File: config.mk
export PLATFORM = sky130hd
export DESIGN_NAME = ordered_value_list_engine_top
export DESIGN_NICKNAME = d
export VERILOG_FILES = /design/src/hdl/ovle_pkg.sv /design/src/hdl/ovle_ram.sv /design/src/hdl/ordered_value_list_engine_top.sv
export SDC_FILE = /design/constraint.sdc
export NUM_CORES = 1
export LEC_CHECK = 0
export ABC_CLOCK_PERIOD_IN_PS = 5700
export BUFFER_PORTS_ARGS = -buffer_cell sky130_fd_sc_hd__clkbuf_2
export CORE_MARGIN = 3
export CORE_UTILIZATION = 60
export DETAILED_ROUTE_END_ITERATION = 6
export GPL_ROUTABILITY_DRIVEN = 0
export HOLD_SLACK_MARGIN = 0.1
export PLACE_DENSITY = 0.78
export SLEW_MARGIN = 10
export SYNTH_ARGS = -nofsm -noshare
export SYNTH_HDL_FRONTEND = slang
export SYNTH_HIERARCHICAL = 1
export SYNTH_SLANG_ARGS = --single-unit
File: constraint.sdc
create_clock -name clk -period 5.7 [get_ports clk]
set_input_delay 0.57 -clock clk [delete_from_list [all_inputs] [get_ports clk]]
set_output_delay 0.57 -clock clk [all_outputs]
set_load 0.01 [all_outputs]
File: src/hdl/ovle_pkg.sv
// shared types and codes for the ordered value list engine
// no dependencies; imported by the top level
`timescale 1ns / 1ps

package ovle_pkg;

  typedef enum logic [1:0] {
    OP_APPEND = 2'd0,
    OP_SEARCH = 2'd1,
    OP_DELETE = 2'd2,
    OP_DUMP   = 2'd3
  } op_t;

  typedef enum logic [1:0] {
    STAT_OK        = 2'd0,
    STAT_NOT_FOUND = 2'd1,
    STAT_FULL      = 2'd2,
    STAT_EMPTY     = 2'd3
  } status_t;

  typedef enum logic [2:0] {
    S_IDLE,
    S_SCAN,
    S_SHIFT,
    S_DUMP,
    S_RESP
  } state_t;

  localparam int ValueWidth = 32;
  localparam int CountWidth = 5;

  typedef struct packed {
    op_t                         op;
    logic signed [ValueWidth-1:0] value;
  } req_t;

  typedef struct packed {
    status_t                      status;
    logic signed [ValueWidth-1:0] item_value;
    logic [CountWidth-1:0]        entry_count;
    logic                         last;
  } rsp_t;

endpackage

File: src/hdl/ovle_ram.sv
// generic single-write, single-read ram with registered read data
// no dependencies; used by the top level for the entry store
`timescale 1ns / 1ps

module ovle_ram #(
  parameter int WIDTH = 32,
  parameter int DEPTH = 16
) (
  input  logic                     clk,
  input  logic                     we,
  input  logic [$clog2(DEPTH)-1:0] waddr,
  input  logic [WIDTH-1:0]         wdata,
  input  logic                     re,
  input  logic [$clog2(DEPTH)-1:0] raddr,
  output logic [WIDTH-1:0]         rdata
);

  logic [WIDTH-1:0] mem [DEPTH];

  always_ff @(posedge clk) begin
    if (we) begin
      mem[waddr] <= wdata;
    end
  end

  // read data holds while re is low
  always_ff @(posedge clk) begin
    if (re) begin
      rdata <= mem[raddr];
    end
  end

endmodule

File: src/hdl/ordered_value_list_engine_top.sv
// operation: append writes the tail from the request; search scans in list order to a hit or
//   the end; delete scans likewise and on a hit shifts the later entries down one place; dump
//   reads every entry out in order; any operation on an empty list responds without a scan
// throughput: one transaction at a time; ready returns once the last response is loaded, so a
//   stalled output holds off the next transaction
// reset: rst (synchronous) empties the list; the entry ram is not cleared and needs no pass
`timescale 1ns / 1ps

module ordered_value_list_engine_top
  import ovle_pkg::*;
#(
  parameter int DEPTH = 16
) (
  input  logic clk,
  input  logic rst,
  input  logic req_valid,
  output logic req_ready,
  input  req_t req,
  output logic rsp_valid,
  input  logic rsp_ready,
  output rsp_t rsp
);

  localparam int AW = $clog2(DEPTH);
  localparam int CW = $clog2(DEPTH + 1);

  // control state
  state_t        state, state_next;
  logic [CW-1:0] occ, occ_next;
  logic          pend, pend_next;         // ram read data is valid this cycle
  logic          rsp_valid_next;

  // working registers for the transaction in flight
  logic [CW-1:0]                idx, idx_next;           // next ram address to read
  logic [CW-1:0]                pend_pos, pend_pos_next; // list position of ram read data
  op_t                          op_r, op_next;
  logic signed [ValueWidth-1:0] val_r, val_next;
  status_t                      res_status, res_status_next;
  rsp_t                         rsp_next;

  // ram port
  logic                  ram_we;
  logic [AW-1:0]         ram_waddr;
  logic [ValueWidth-1:0] ram_wdata;
  logic                  ram_re;
  logic [AW-1:0]         ram_raddr;
  logic [ValueWidth-1:0] ram_rdata;

  // condition terms
  logic accept;
  logic out_free;
  logic list_full;
  logic list_empty;
  logic more_to_read;
  logic pend_last;
  logic scan_match;
  logic scan_miss;
  logic dump_emit;

  assign accept       = req_valid && req_ready;
  assign req_ready    = (state == S_IDLE);
  assign out_free     = !rsp_valid || rsp_ready;
  assign list_full    = (occ == CW'(DEPTH));
  assign list_empty   = (occ == '0);
  assign more_to_read = (idx < occ);
  assign pend_last    = ((pend_pos + CW'(1)) == occ);
  assign scan_match   = pend && (ram_rdata == ValueWidth'(val_r));
  assign scan_miss    = pend && !scan_match && !more_to_read;
  assign dump_emit    = pend && out_free;

  ovle_ram #(
    .WIDTH(ValueWidth),
    .DEPTH(DEPTH)
  ) u_entries (
    .clk  (clk),
    .we   (ram_we),
    .waddr(ram_waddr),
    .wdata(ram_wdata),
    .re   (ram_re),
    .raddr(ram_raddr),
    .rdata(ram_rdata)
  );

  // next state
  always_comb begin
    state_next = state;
    unique case (state)
      S_IDLE: begin
        if (accept) begin
          unique case (req.op)
            OP_APPEND: state_next = S_RESP;
            OP_SEARCH,
            OP_DELETE: state_next = list_empty ? S_RESP : S_SCAN;
            OP_DUMP:   state_next = list_empty ? S_RESP : S_DUMP;
          endcase
        end
      end
      S_SCAN: begin
        if (scan_match) begin
          state_next = (op_r == OP_DELETE) ? S_SHIFT : S_RESP;
        end else if (scan_miss) begin
          state_next = S_RESP;
        end
      end
      S_SHIFT: begin
        // the entry at pend_pos is copied down one place this cycle when pend is set
        if (!more_to_read) begin
          state_next = S_RESP;
        end
      end
      S_DUMP: begin
        if (dump_emit && pend_last) begin
          state_next = S_IDLE;
        end
      end
      S_RESP: begin
        if (out_free) begin
          state_next = S_IDLE;
        end
      end
      default: state_next = S_IDLE;
    endcase
  end

  // datapath, ram control and output register loads
  always_comb begin
    occ_next        = occ;
    pend_next       = 1'b0;
    idx_next        = idx;
    pend_pos_next   = pend_pos;
    op_next         = op_r;
    val_next        = val_r;
    res_status_next = res_status;
    rsp_next        = rsp;
    rsp_valid_next  = rsp_valid && !rsp_ready;
    ram_we          = 1'b0;
    ram_waddr       = occ[AW-1:0];
    ram_wdata       = ValueWidth'(req.value);
    ram_re          = 1'b0;
    ram_raddr       = idx[AW-1:0];

    unique case (state)
      S_IDLE: begin
        if (accept) begin
          op_next  = req.op;
          val_next = req.value;
          idx_next = '0;
          unique case (req.op)
            OP_APPEND: begin
              if (list_full) begin
                res_status_next = STAT_FULL;
              end else begin
                // tail write straight from the request
                ram_we          = 1'b1;
                occ_next        = occ + CW'(1);
                res_status_next = STAT_OK;
              end
            end
            OP_SEARCH,
            OP_DUMP: res_status_next = STAT_EMPTY;
            OP_DELETE: res_status_next = STAT_NOT_FOUND;
          endcase
        end
      end

      S_SCAN: begin
        if (scan_match) begin
          res_status_next = STAT_OK;
          // shift starts from the entry after the match
          idx_next        = pend_pos + CW'(1);
          pend_pos_next   = pend_pos;
        end else if (scan_miss) begin
          res_status_next = STAT_NOT_FOUND;
        end else if (more_to_read) begin
          ram_re        = 1'b1;
          pend_next     = 1'b1;
          pend_pos_next = idx;
          idx_next      = idx + CW'(1);
        end
      end

      S_SHIFT: begin
        // move entry pend_pos down one place
        if (pend) begin
          ram_we    = 1'b1;
          ram_waddr = AW'(pend_pos - CW'(1));
          ram_wdata = ram_rdata;
        end
        if (more_to_read) begin
          ram_re        = 1'b1;
          pend_next     = 1'b1;
          pend_pos_next = idx;
          idx_next      = idx + CW'(1);
        end else begin
          occ_next = occ - CW'(1);
        end
      end

      S_DUMP: begin
        if (dump_emit) begin
          rsp_valid_next       = 1'b1;
          rsp_next.status      = STAT_OK;
          rsp_next.item_value  = ram_rdata;
          rsp_next.entry_count = CountWidth'(occ);
          rsp_next.last        = pend_last;
        end
        // stall the read while the pending entry waits on the output
        if (more_to_read && (!pend || out_free)) begin
          ram_re        = 1'b1;
          pend_next     = 1'b1;
          pend_pos_next = idx;
          idx_next      = idx + CW'(1);
        end else if (pend && !out_free) begin
          pend_next = 1'b1;
        end
      end

      S_RESP: begin
        if (out_free) begin
          rsp_valid_next       = 1'b1;
          rsp_next.status      = res_status;
          rsp_next.item_value  = (op_r == OP_DUMP) ? '0 : val_r;
          rsp_next.entry_count = CountWidth'(occ);
          rsp_next.last        = 1'b1;
        end
      end

      default: begin
      end
    endcase
  end

  // control registers
  always_ff @(posedge clk) begin
    if (rst) begin
      state     <= S_IDLE;
      occ       <= '0;
      pend      <= 1'b0;
      rsp_valid <= 1'b0;
    end else begin
      state     <= state_next;
      occ       <= occ_next;
      pend      <= pend_next;
      rsp_valid <= rsp_valid_next;
    end
  end

  // payload registers
  always_ff @(posedge clk) begin
    idx        <= idx_next;
    pend_pos   <= pend_pos_next;
    op_r       <= op_next;
    val_r      <= val_next;
    res_status <= res_status_next;
    rsp        <= rsp_next;
  end

  // the list never holds more than DEPTH entries
  a_occ_bound: assert property (@(posedge clk) disable iff (rst)
    occ <= CW'(DEPTH))
    else $error("occupancy above depth");

  // occupancy only moves on an accepted append or at the end of a delete shift
  a_occ_source: assert property (@(posedge clk) disable iff (rst)
    !$stable(occ) |-> ($past(state) == S_IDLE || $past(state) == S_SHIFT))
    else $error("occupancy changed outside append or delete");

  // the entry ram is written only by an append or during the shift
  a_ram_write: assert property (@(posedge clk) disable iff (rst)
    ram_we |-> ((state == S_IDLE && accept) || state == S_SHIFT))
    else $error("unexpected entry write");

endmodule
==> out/metrics.json, run 1 <==
{
  "die_height_um": 212,
  "initial_utilization_pct": 61.5,
  "seq_area_sq_um": 19100,
  "syn-cell-area_sq_um": 25400,
  "antenna_found_initial": 0,
  "firstDrtPassIters": 5,
  "cp_data_required_time_ns": 6.00,
  "synth_warnings": 6,
  "grt.total_usage_pct": 27.0,
  "design_area_sq_um": 28600,
  "critPathKind": "flip-flop to flip-flop",
  "design.core.area_sq_um": 41400,
  "critical_path.max_fanout": 26,
  "cp.buffers_inverters": 2,
  "drt_drc_violations_left": 0,
  "leakage_nw": 9.33,
  "hold_startpoint": "req[8]",
  "avgRoutedWirePerCell_um": 29.6,
  "flow.area_growth_from_synthesis_pct": 12.4,
  "timing.reg2reg.setup_slack_ns": 1.14,
  "clock_latency_reported_for_the_late_side_of_the_worst_skew_pair_ns": 0.62,
  "power.density_cell_area_nw_per_um2": 468,
  "critical_path.endpoint": "u_entries/mem[11][5]",
  "ant_cells": 0,
  "synth_seq_area_share_pct": 75.1,
  "tns_ns": 0,
  "overall_die_area_sq_um": 44900,
  "maximum_number_of_pins_on_one_net_before_global_route_repair": 134,
  "io_buffers": 79,
  "max_freq_mhz": 219,
  "finalMaxSlewViolations": 0,
  "post_cts_hold_buffer_count": 0,
  "cts_inserted_buffers": 60,
  "max_slew.worst_pin.slew_ns": 1.22,
  "mostFrequentLayoutCell": "edfxtp_1",
  "worst_setup_path_start_kind": "flip-flop",
  "grt_first_pass_wirelength_mm": 87.9,
  "drive_above_1_share_pct": 24.4,
  "grt_pass1_vias": 13485,
  "path_cells": "nor2b_1 > nand2b_1 > inv_2 > and2_2 > nor2_1 > a21oi_1 > nand2_1 > nor2_4 > buf_4",
  "first_iter_violations": 1604,
  "cp_data_arrival_time_ns": 4.86,
  "finClkSkew_ns": 0.0167,
  "die-width_um": 212,
  "relSlewSlack_pct": 18.5,
  "synth-seq-cells": 640,
  "tritoncts": "built",
  "cts-root-buf": "clkbuf_16",
  "detailedPlacementHpwl_mm": 34.0,
  "synth_cells": 1312,
  "critical_path_depth": 9,
  "syn_area_per_cell_sq_um": 19.4,
  "vdd_drop_max_mv": 0.292,
  "timing.final.hold_violations": 0,
  "max-clock-path-buffers": 3,
  "cp_top_family": "simple AND/OR/NAND/NOR gates",
  "io-pin-count": 80,
  "placement.cell_area_sq_um": 26600,
  "worst_setup_hold_path_clk_slew_ns": 0.07,
  "crit_path_end_kind": "flip-flop",
  "globalRoute.totalOverflow": 0,
  "maxCapViolations": 0,
  "min_period_over_period_pct": 80.0,
  "mapped_nets": 1365,
  "yosys_most_used_dff": "edfxtp_1",
  "vias": 13268,
  "worst_hold_path_type": "primary input to flip-flop",
  "status": "completed",
  "critical_path.reg2reg.startpoint": "state[1]",
  "floorplan.rows": 74,
  "worstSetupStartpoint": "state[1]",
  "net_count_final": 1465,
  "grt_setup_unrepaired": "false",
  "detail_route.vias_per_cell": 6.65,
  "worst_r2r_path_depth": 9,
  "finalSetupViolations": 0,
  "numClockSinks": 640,
  "crit-reg2reg-capture": "u_entries/mem[11][5]",
  "cts-htree-levels": 2,
  "postRouteWirelength_mm": 59.1,
  "multiInputGateArea_sq_um": 6110,
  "asyncSetResetFlopFracSynth_pct": 0,
  "period_minus_slack_ns": 4.56,
  "worst_path_largest_cell_delay_ns": 0.75,
  "ant_nets": 0,
  "postCtsSetupBuffers": 0,
  "synth_enable_flop_cells": 630,
  "cts_resized": 0,
  "synth.lib_cells_used.distinct": 56,
  "fillerInstances": 2458,
  "layout_common_cells": "edfxtp_1, mux4_2, nand2_1, clkbuf_2, a22oi_1",
  "critical-path-slowest-cell": "nor2_4"
}
## where the power goes
group	total (W)	internal, W	switching (W)
sequential	0.00591	0.00566	0.000247
combinational	0.00338	0.00134	0.00204
clock	0.00408	0.00240	0.00168
total	0.0134	0.00940	0.00397
## synth_stat cells (12+ instances only)
cell        n  area [sq um]
nand4_1    17           106
a21oi_1    14          70.1
mux2_1     31           349
buf_4      13          97.6
o21ai_0    42           210
a22oi_1    65           488
clkbuf_1   27           101
inv_1      12          45.0
xnor2_1    44           385
ha_1       14           175
nor2_1     26          97.6
buf_2      14          70.1
edfxtp_1  630         18900
nand2_1   112           420
mux4_2    128          2880
## state kept, by name, summed over array words and instances (netlist names)
name	cells
u_entries/mem	512
res_status	2
op_r	2
pend	1
occ	5
u_entries/rdata	32
idx	5
rsp	40
state	3
rsp_valid	1
val_r	32
pend_pos	5
## through the flow
stage / setup slack (ns) / utilization, % / hold WS (ns) / std cells / power (W)
after global placement: 1.38 / 64.2 / 0.545 / 1882 / 0.00928
after CTS: 1.21 / 69.1 / 0.112 / 1995 / 0.0134
final: 1.14 / 69.1 / 0.139 / 1995 / 0.0134
after global routing: 0.950 / 69.1 / 0.123 / 1995 / 0.0139
after floorplan: 0.610 / - / 0.478 / 1312 / 0.00830
after detailed placement: 1.21 / 64.2 / 0.557 / 1882 / 0.00934
## final cells by class
cell class,count,area share [%]
multi-input cells,592,21.4
repair buffers,105,2.20
clock buffers,73,5.60
clock inverters,40,1.50
flip-flops and latches,640,66.8
inverters,13,0.171
well taps,532,2.33
## per-layer routing
metal  up-vias  wire length [um]  GRT usage (%)
met1      6867             22400           37.5
li1       5534                 -              -
met3       130              5280           4.96
met5         -                 0              0
met4         0              2180           9.72
met2       737             29200           43.9
## worst min path at each step
stage	end	slack, ns	depth (start not counted)
5_1_grt	val_r[8]	0.12	1
3_3_place_gp	pend_pos[4]	0.54	0
6_report	val_r[8]	0.14	1
3_5_place_dp	pend_pos[4]	0.56	0
4_1_cts	val_r[8]	0.11	1
2_1_floorplan	pend_pos[4]	0.48	0
## worst register-to-register path, cell delays in order (launching register included)
cell and delay [ns]:
dfxtp_1 0.64, nor2b_1 0.35, nand2b_1 0.23, inv_2 0.17, and2_2 0.66, nor2_1 0.09, a21oi_1 0.54, nand2_1 0.41
nor2_4 0.75, buf_4 0.39
## kinds of logic after synthesis
family / synth area share (%)
compound gates: 4.16
xor+xnor: 1.65
fa+ha+maj: 0.767
buf+inv: 1.49
flops: 75.1
mux: 12.8
simple gates: 3.99
(Power assumes the default switching activity.)
==> run 2, diff against run 1 <==
- ABC_CLOCK_PERIOD_IN_PS: 5700 -> 4000
- CORE_UTILIZATION: 60 -> 56
- PLACE_DENSITY: 0.78 -> 0.77
- clock period: 5.7 -> 4 ns (I/O delays scaled with it)
==> run 2 against run 1 <==
Net effect:
- combinational power rose by 45%
- wire length rose by 0.27%
- hold slack improved by 0.026 ns
==> out/metrics.json, run 2 (synthesis results as in run 1) <==
{
  "worst_setup_hold_path_clk_slew_ns": 0.07,
  "min_period_over_period_pct": 92.4,
  "critPathKind": "flip-flop to flip-flop",
  "placement.setup.worst_slack_ns": 0.419,
  "switching_power_w": 0.00573,
  "cts-root-buf": "clkbuf_16",
  "multiInputGateArea_sq_um": 6140,
  "status": "completed",
  "grt_pass1_vias": 13531,
  "mostFrequentLayoutCell": "edfxtp_1",
  "grt_setup_unrepaired": "false",
  "cts-htree-levels": 2,
  "cp_top_family": "simple AND/OR/NAND/NOR gates",
  "floorplan.rows": 77,
  "ant_nets": 0,
  "antenna_found_initial": 0,
  "leakage_nw": 9.54,
  "design_area_sq_um": 29200,
  "tritoncts": "built",
  "cp_data_arrival_time_ns": 4.02,
  "power.share.sequential_pct": 43.8,
  "flow.area_growth_from_synthesis_pct": 14.8,
  "max-clock-path-buffers": 3,
  "firstDrtPassIters": 6,
  "grt_first_pass_wirelength_mm": 88.7,
  "vdd_drop_max_mv": 0.488,
  "cp_data_required_time_ns": 4.33,
  "detailedPlacementHpwl_mm": 34.2,
  "placement.cell_area_sq_um": 26800,
  "cp.buffers_inverters": 2,
  "path_cells": "nor2b_1 > nand2b_1 > inv_2 > and2_2 > o21ai_0 > or3b_2 > nor2_4 > buf_12",
  "maximum_number_of_pins_on_one_net_before_global_route_repair": 134,
  "largest-register": "u_entries/mem",
  "net_count_final": 1512,
  "die-width_um": 219,
  "clock_latency_reported_for_the_late_side_of_the_worst_skew_pair_ns": 0.63,
  "numClockSinks": 640,
  "vias": 13514,
  "seq_area_sq_um": 19100,
  "drive_above_1_share_pct": 25.6,
  "finalSetupViolations": 0,
  "worst_setup_path_start_kind": "flip-flop",
  "maxCapViolations": 0,
  "overall_die_area_sq_um": 48000,
  "first_iter_violations": 1769,
  "io_buffers": 79,
  "globalRoute.totalOverflow": 0,
  "p_comb_share_pct": 25.6,
  "design.core.area_sq_um": 44500,
  "layout_top_registers": "u_entries/mem x512, rsp x40",
  "period_minus_slack_ns": 3.69,
  "critical_path.max_fanout": 18,
  "cts_resized": 0,
  "finalMaxSlewViolations": 0,
  "detail_route.vias_per_cell": 6.43,
  "initial_utilization_pct": 57.2,
  "avgRoutedWirePerCell_um": 28.2,
  "cts_inserted_buffers": 59,
  "grt.total_usage_pct": 25.5,
  "worst_hold_path_type": "primary input to flip-flop",
  "critical-path-slowest-cell": "or3b_2",
  "io-pin-count": 80,
  "fillerInstances": 2872,
  "clock_power_share_pct": 30.6,
  "switching_fraction_of_total_power_pct": 29.9,
  "max_slew.worst_pin.slew_ns": 1.17,
  "finClkSkew_ns": 0.0186,
  "drt_drc_violations_left": 0,
  "die_height_um": 219,
  "p_int_w": 0.0134,
  "postRouteWirelength_mm": 59.2,
  "ant_cells": 0,
  "max_freq_mhz": 271,
  "relSlewSlack_pct": 21.8,
  "layout_common_cells": "edfxtp_1, mux4_2, nand2_1, clkbuf_2, a22oi_1",
  "flip_flop_count_of_the_largest_register_after_layout": 512,
  "fin_util_pct": 65.7,
  "power.density_cell_area_nw_per_um2": 656,
  "layout_setup_ws_ns": 0.305,
  "worst_path_largest_cell_delay_ns": 0.65,
  "crit_path_end_kind": "flip-flop",
  "timing.final.hold_violations": 0
}
==> run 2: layout make-up <==
cell class	count	share of cell area, %
clock buffer	64	5.19
clock inverter	47	1.82
inverter	13	0.167
multi-input combinational	592	21.0
sequential	640	65.4
tap	592	2.53
timing repair buffer	153	3.85
==> run 2: timing repair <==
action | 4_1_cts | 5_1_grt
setup buffers | 0 | 0
hold buffers | 35 | 0
endpoints found under the hold margin | 37 | 0
==> run 2: worst min-delay path, cell delays in order <==
cell and delay (ns):
clkbuf_2 0.08, nand2b_1 0.16, a21oi_1 0.08
==> run 2: final timing paths <==
check / start / to / slack (ns) / cells past startpoint
worst max-delay path: state[2] / u_entries/mem[3][1] / 0.31 / 8
worst min-delay path: rsp_ready / rsp_valid / 0.16 / 3
worst max register to register: state[2] / u_entries/mem[3][1] / 0.31 / 8
worst min register to register: res_status[0] / rsp[38] / 0.58 / 1
==> run 2: layer usage <==
metal | part of all wire [%] | global-route usage [%] | vias to the layer above
li1 | - | - | 5629
met1 | 39 | 36.6 | 7019
met2 | 48 | 40.1 | 752
met3 | 9.2 | 5.01 | 114
met4 | 3.2 | 8.30 | 0
met5 | 0 | 0 | -
==> run 2: metrics by stage <==
stage	std cells	hold WS, ns	power, W	setup TNS (ns)
after floorplan	1312	0.478	0.0118	-22.85
final	2101	0.165	0.0192	0
after CTS	2101	0.141	0.0192	0
after global placement	1955	0.551	0.0133	0
after global routing	2101	0.182	0.0199	0
after detailed placement	1955	0.558	0.0133	0
==> run 2: power by group through the flow <==
stage	combinational [W]	sequential, W	clock [W]
global route	0.00528	0.00843	0.00620
detailed placement	0.00483	0.00852	0
global placement	0.00476	0.00849	0
CTS	0.00491	0.00838	0.00595
finish	0.00490	0.00839	0.00587
floorplan	0.00337	0.00847	0
==> run 3, diff against run 2 <==
- CORE_UTILIZATION: 56 -> 58
- CTS_BUF_LIST: unset -> sky130_fd_sc_hd__clkbuf_2
- PLACE_DENSITY: 0.77 -> 0.79
==> run 3 against run 2 <==
Net effect:
- hold slack better by 0.16 ns
- clock-buffer cell count is 156 higher
- wire length is 0.45% higher
- highest routed layer unchanged
- cell count is 9.0% higher
- design area is 0.67% lower
==> out/metrics.json, run 3 (synthesis results as in run 1) <==
{
  "status": "completed",
  "avgRoutedWirePerCell_um": 26.0,
  "grt_first_pass_wirelength_mm": 89.8,
  "finalSetupViolations": 0,
  "flip_flop_count_of_the_largest_register_after_layout": 512,
  "critical_path.max_fanout": 32,
  "placement.cell_area_sq_um": 26900,
  "leakage_nw": 9.78,
  "net_count_final": 1648,
  "numClockSinks": 640,
  "ant_nets": 0,
  "worst_hold_slack_ns": 0.321,
  "cts_inserted_buffers": 152,
  "maxCapViolations": 0,
  "io_buffers": 79,
  "flow.area_growth_from_synthesis_pct": 14.1,
  "power.density_cell_area_nw_per_um2": 605,
  "first_iter_violations": 1631,
  "largest-register": "u_entries/mem",
  "initial_utilization_pct": 58.9,
  "drt_drc_violations_left": 0,
  "vias": 14106,
  "die-width_um": 215,
  "tritoncts": "built",
  "fillerInstances": 2823,
  "antenna_found_initial": 2,
  "die_height_um": 215,
  "max_slew.worst_pin.slew_ns": 1.17,
  "min_period_over_period_pct": 86.7,
  "maximum_number_of_pins_on_one_net_before_global_route_repair": 134,
  "timing.final.hold_violations": 0,
  "postRouteWirelength_mm": 59.5,
  "crit_path_end_kind": "flip-flop",
  "total_power_w": 0.0175,
  "layout_common_cells": "edfxtp_1, clkbuf_2, mux4_2, nand2_1, dlygate4sd3_1",
  "mostFrequentLayoutCell": "edfxtp_1",
  "worst_setup_path_start_kind": "flip-flop",
  "design_area_sq_um": 29000,
  "grt_pass1_vias": 14460,
  "postCtsSetupBuffers": 0,
  "finClkSkew_ns": 0.0905,
  "drive_above_1_share_pct": 30.5,
  "layout_top_registers": "u_entries/mem x512, rsp x40",
  "cts-root-buf": "clkbuf_2",
  "detail_route.vias_per_cell": 6.16,
  "max-clock-path-buffers": 3,
  "clock_latency_reported_for_the_late_side_of_the_worst_skew_pair_ns": 1.27,
  "globalRoute.totalOverflow": 0,
  "cp_data_arrival_time_ns": 4.27,
  "relSlewSlack_pct": 21.5,
  "worst_setup_hold_path_clk_slew_ns": 0.10,
  "firstDrtPassIters": 5,
  "finalMaxSlewViolations": 0,
  "worst_hold_path_type": "primary input to flip-flop",
  "grt.total_usage_pct": 26.4,
  "critPathKind": "flip-flop to flip-flop",
  "design.core.area_sq_um": 43200,
  "grt_setup_unrepaired": "false",
  "vdd_drop_max_mv": 0.719,
  "io-pin-count": 80,
  "cts-htree-levels": 4,
  "period_minus_slack_ns": 3.47,
  "cp_data_required_time_ns": 4.80,
  "overall_die_area_sq_um": 46400,
  "detailedPlacementHpwl_mm": 34.7,
  "max_freq_mhz": 288,
  "floorplan.rows": 76
}
-- run 3: changes by cell type in the layout (fill, tap and decap cells not counted), sizes merged --
| cell | before | now |
|---|---|---|
| buf | 39 | 41 |
| bufinv | 10 | 4 |
| clkbuf | 143 | 299 |
| clkinv | 29 | 32 |
| clkinvlp | 7 | 5 |
| diode | 0 | 1 |
| dlygate4sd3 | 35 | 76 |
| inv | 14 | 15 |
-- run 3: per-stage QoR --
step                      util [%]  TNS, ns  setup slack (ns)  cells
after floorplan                  -   -22.85            -0.238   1312
after global placement        62.2        0             0.756   1950
after detailed placement      62.2        0             0.701   1950
after CTS                     67.2        0             0.587   2289
after global routing          67.2        0             0.378   2290
final                         67.2        0             0.532   2290
-- run 3: repair_timing --
item	in CTS	in global routing
endpoints found under the hold margin	644	0
resized for setup	0	0
hold buffers	76	0
-- run 3: area by class of cell --
cell class / count / area (sq um) / share of cell area, %
Inverter: 13 / 48.8 / 0.168
Clock inverter: 43 / 294 / 1.01
Timing Repair Buffer: 196 / 1590 / 5.47
Clock buffer: 220 / 1100 / 3.79
Multi-Input combinational cell: 592 / 6140 / 21.2
Tap cell: 585 / 732 / 2.52
Antenna cell: 1 / 2.50 / 0.00862
Sequential cell: 640 / 19100 / 65.9
-- run 3: final timing paths --
| path | start | to | slack [ns] | depth (start not counted) |
|---|---|---|---|---|
| worst max-delay path | state[1] | u_entries/mem[12][16] | 0.53 | 10 |
| worst min-delay path | req[31] | u_entries/mem[2][31] | 0.32 | 3 |
| worst max register to register | state[1] | u_entries/mem[12][16] | 0.53 | 10 |
| worst min register to register | occ[4] | rsp[5] | 0.57 | 0 |
-- run 3: where the power goes --
group / switching, W / internal [W] / leakage [nW] / total, W
Combinational: 0.00298 / 0.00202 / 2.95 / 0.00500
Clock: 0.00246 / 0.00173 / 1.04 / 0.00419
Sequential: 0.000298 / 0.00806 / 5.79 / 0.00835
-- run 3: worst max-delay path, stage by stage (launching register included) --
cell	delay, ns
dfxtp_1	0.34
nor2b_1	0.30
nand2b_1	0.25
inv_2	0.18
and2_2	0.22
buf_4	0.26
nand2_1	0.08
o21ai_0	0.17
nand3_1	0.43
nor3_4	0.23
buf_4	0.55
-- run 3: per-layer routing --
layer | vias up | wire length, um | global-route usage [%] | part of all wire [%]
met2 | 907 | 28500 | 40.6 | 48
met4 | 0 | 1430 | 8.92 | 2.4
met5 | - | 0 | 0 | 0
li1 | 5995 | - | - | -
met3 | 104 | 6580 | 7.87 | 11
met1 | 7100 | 23000 | 36.8 | 39
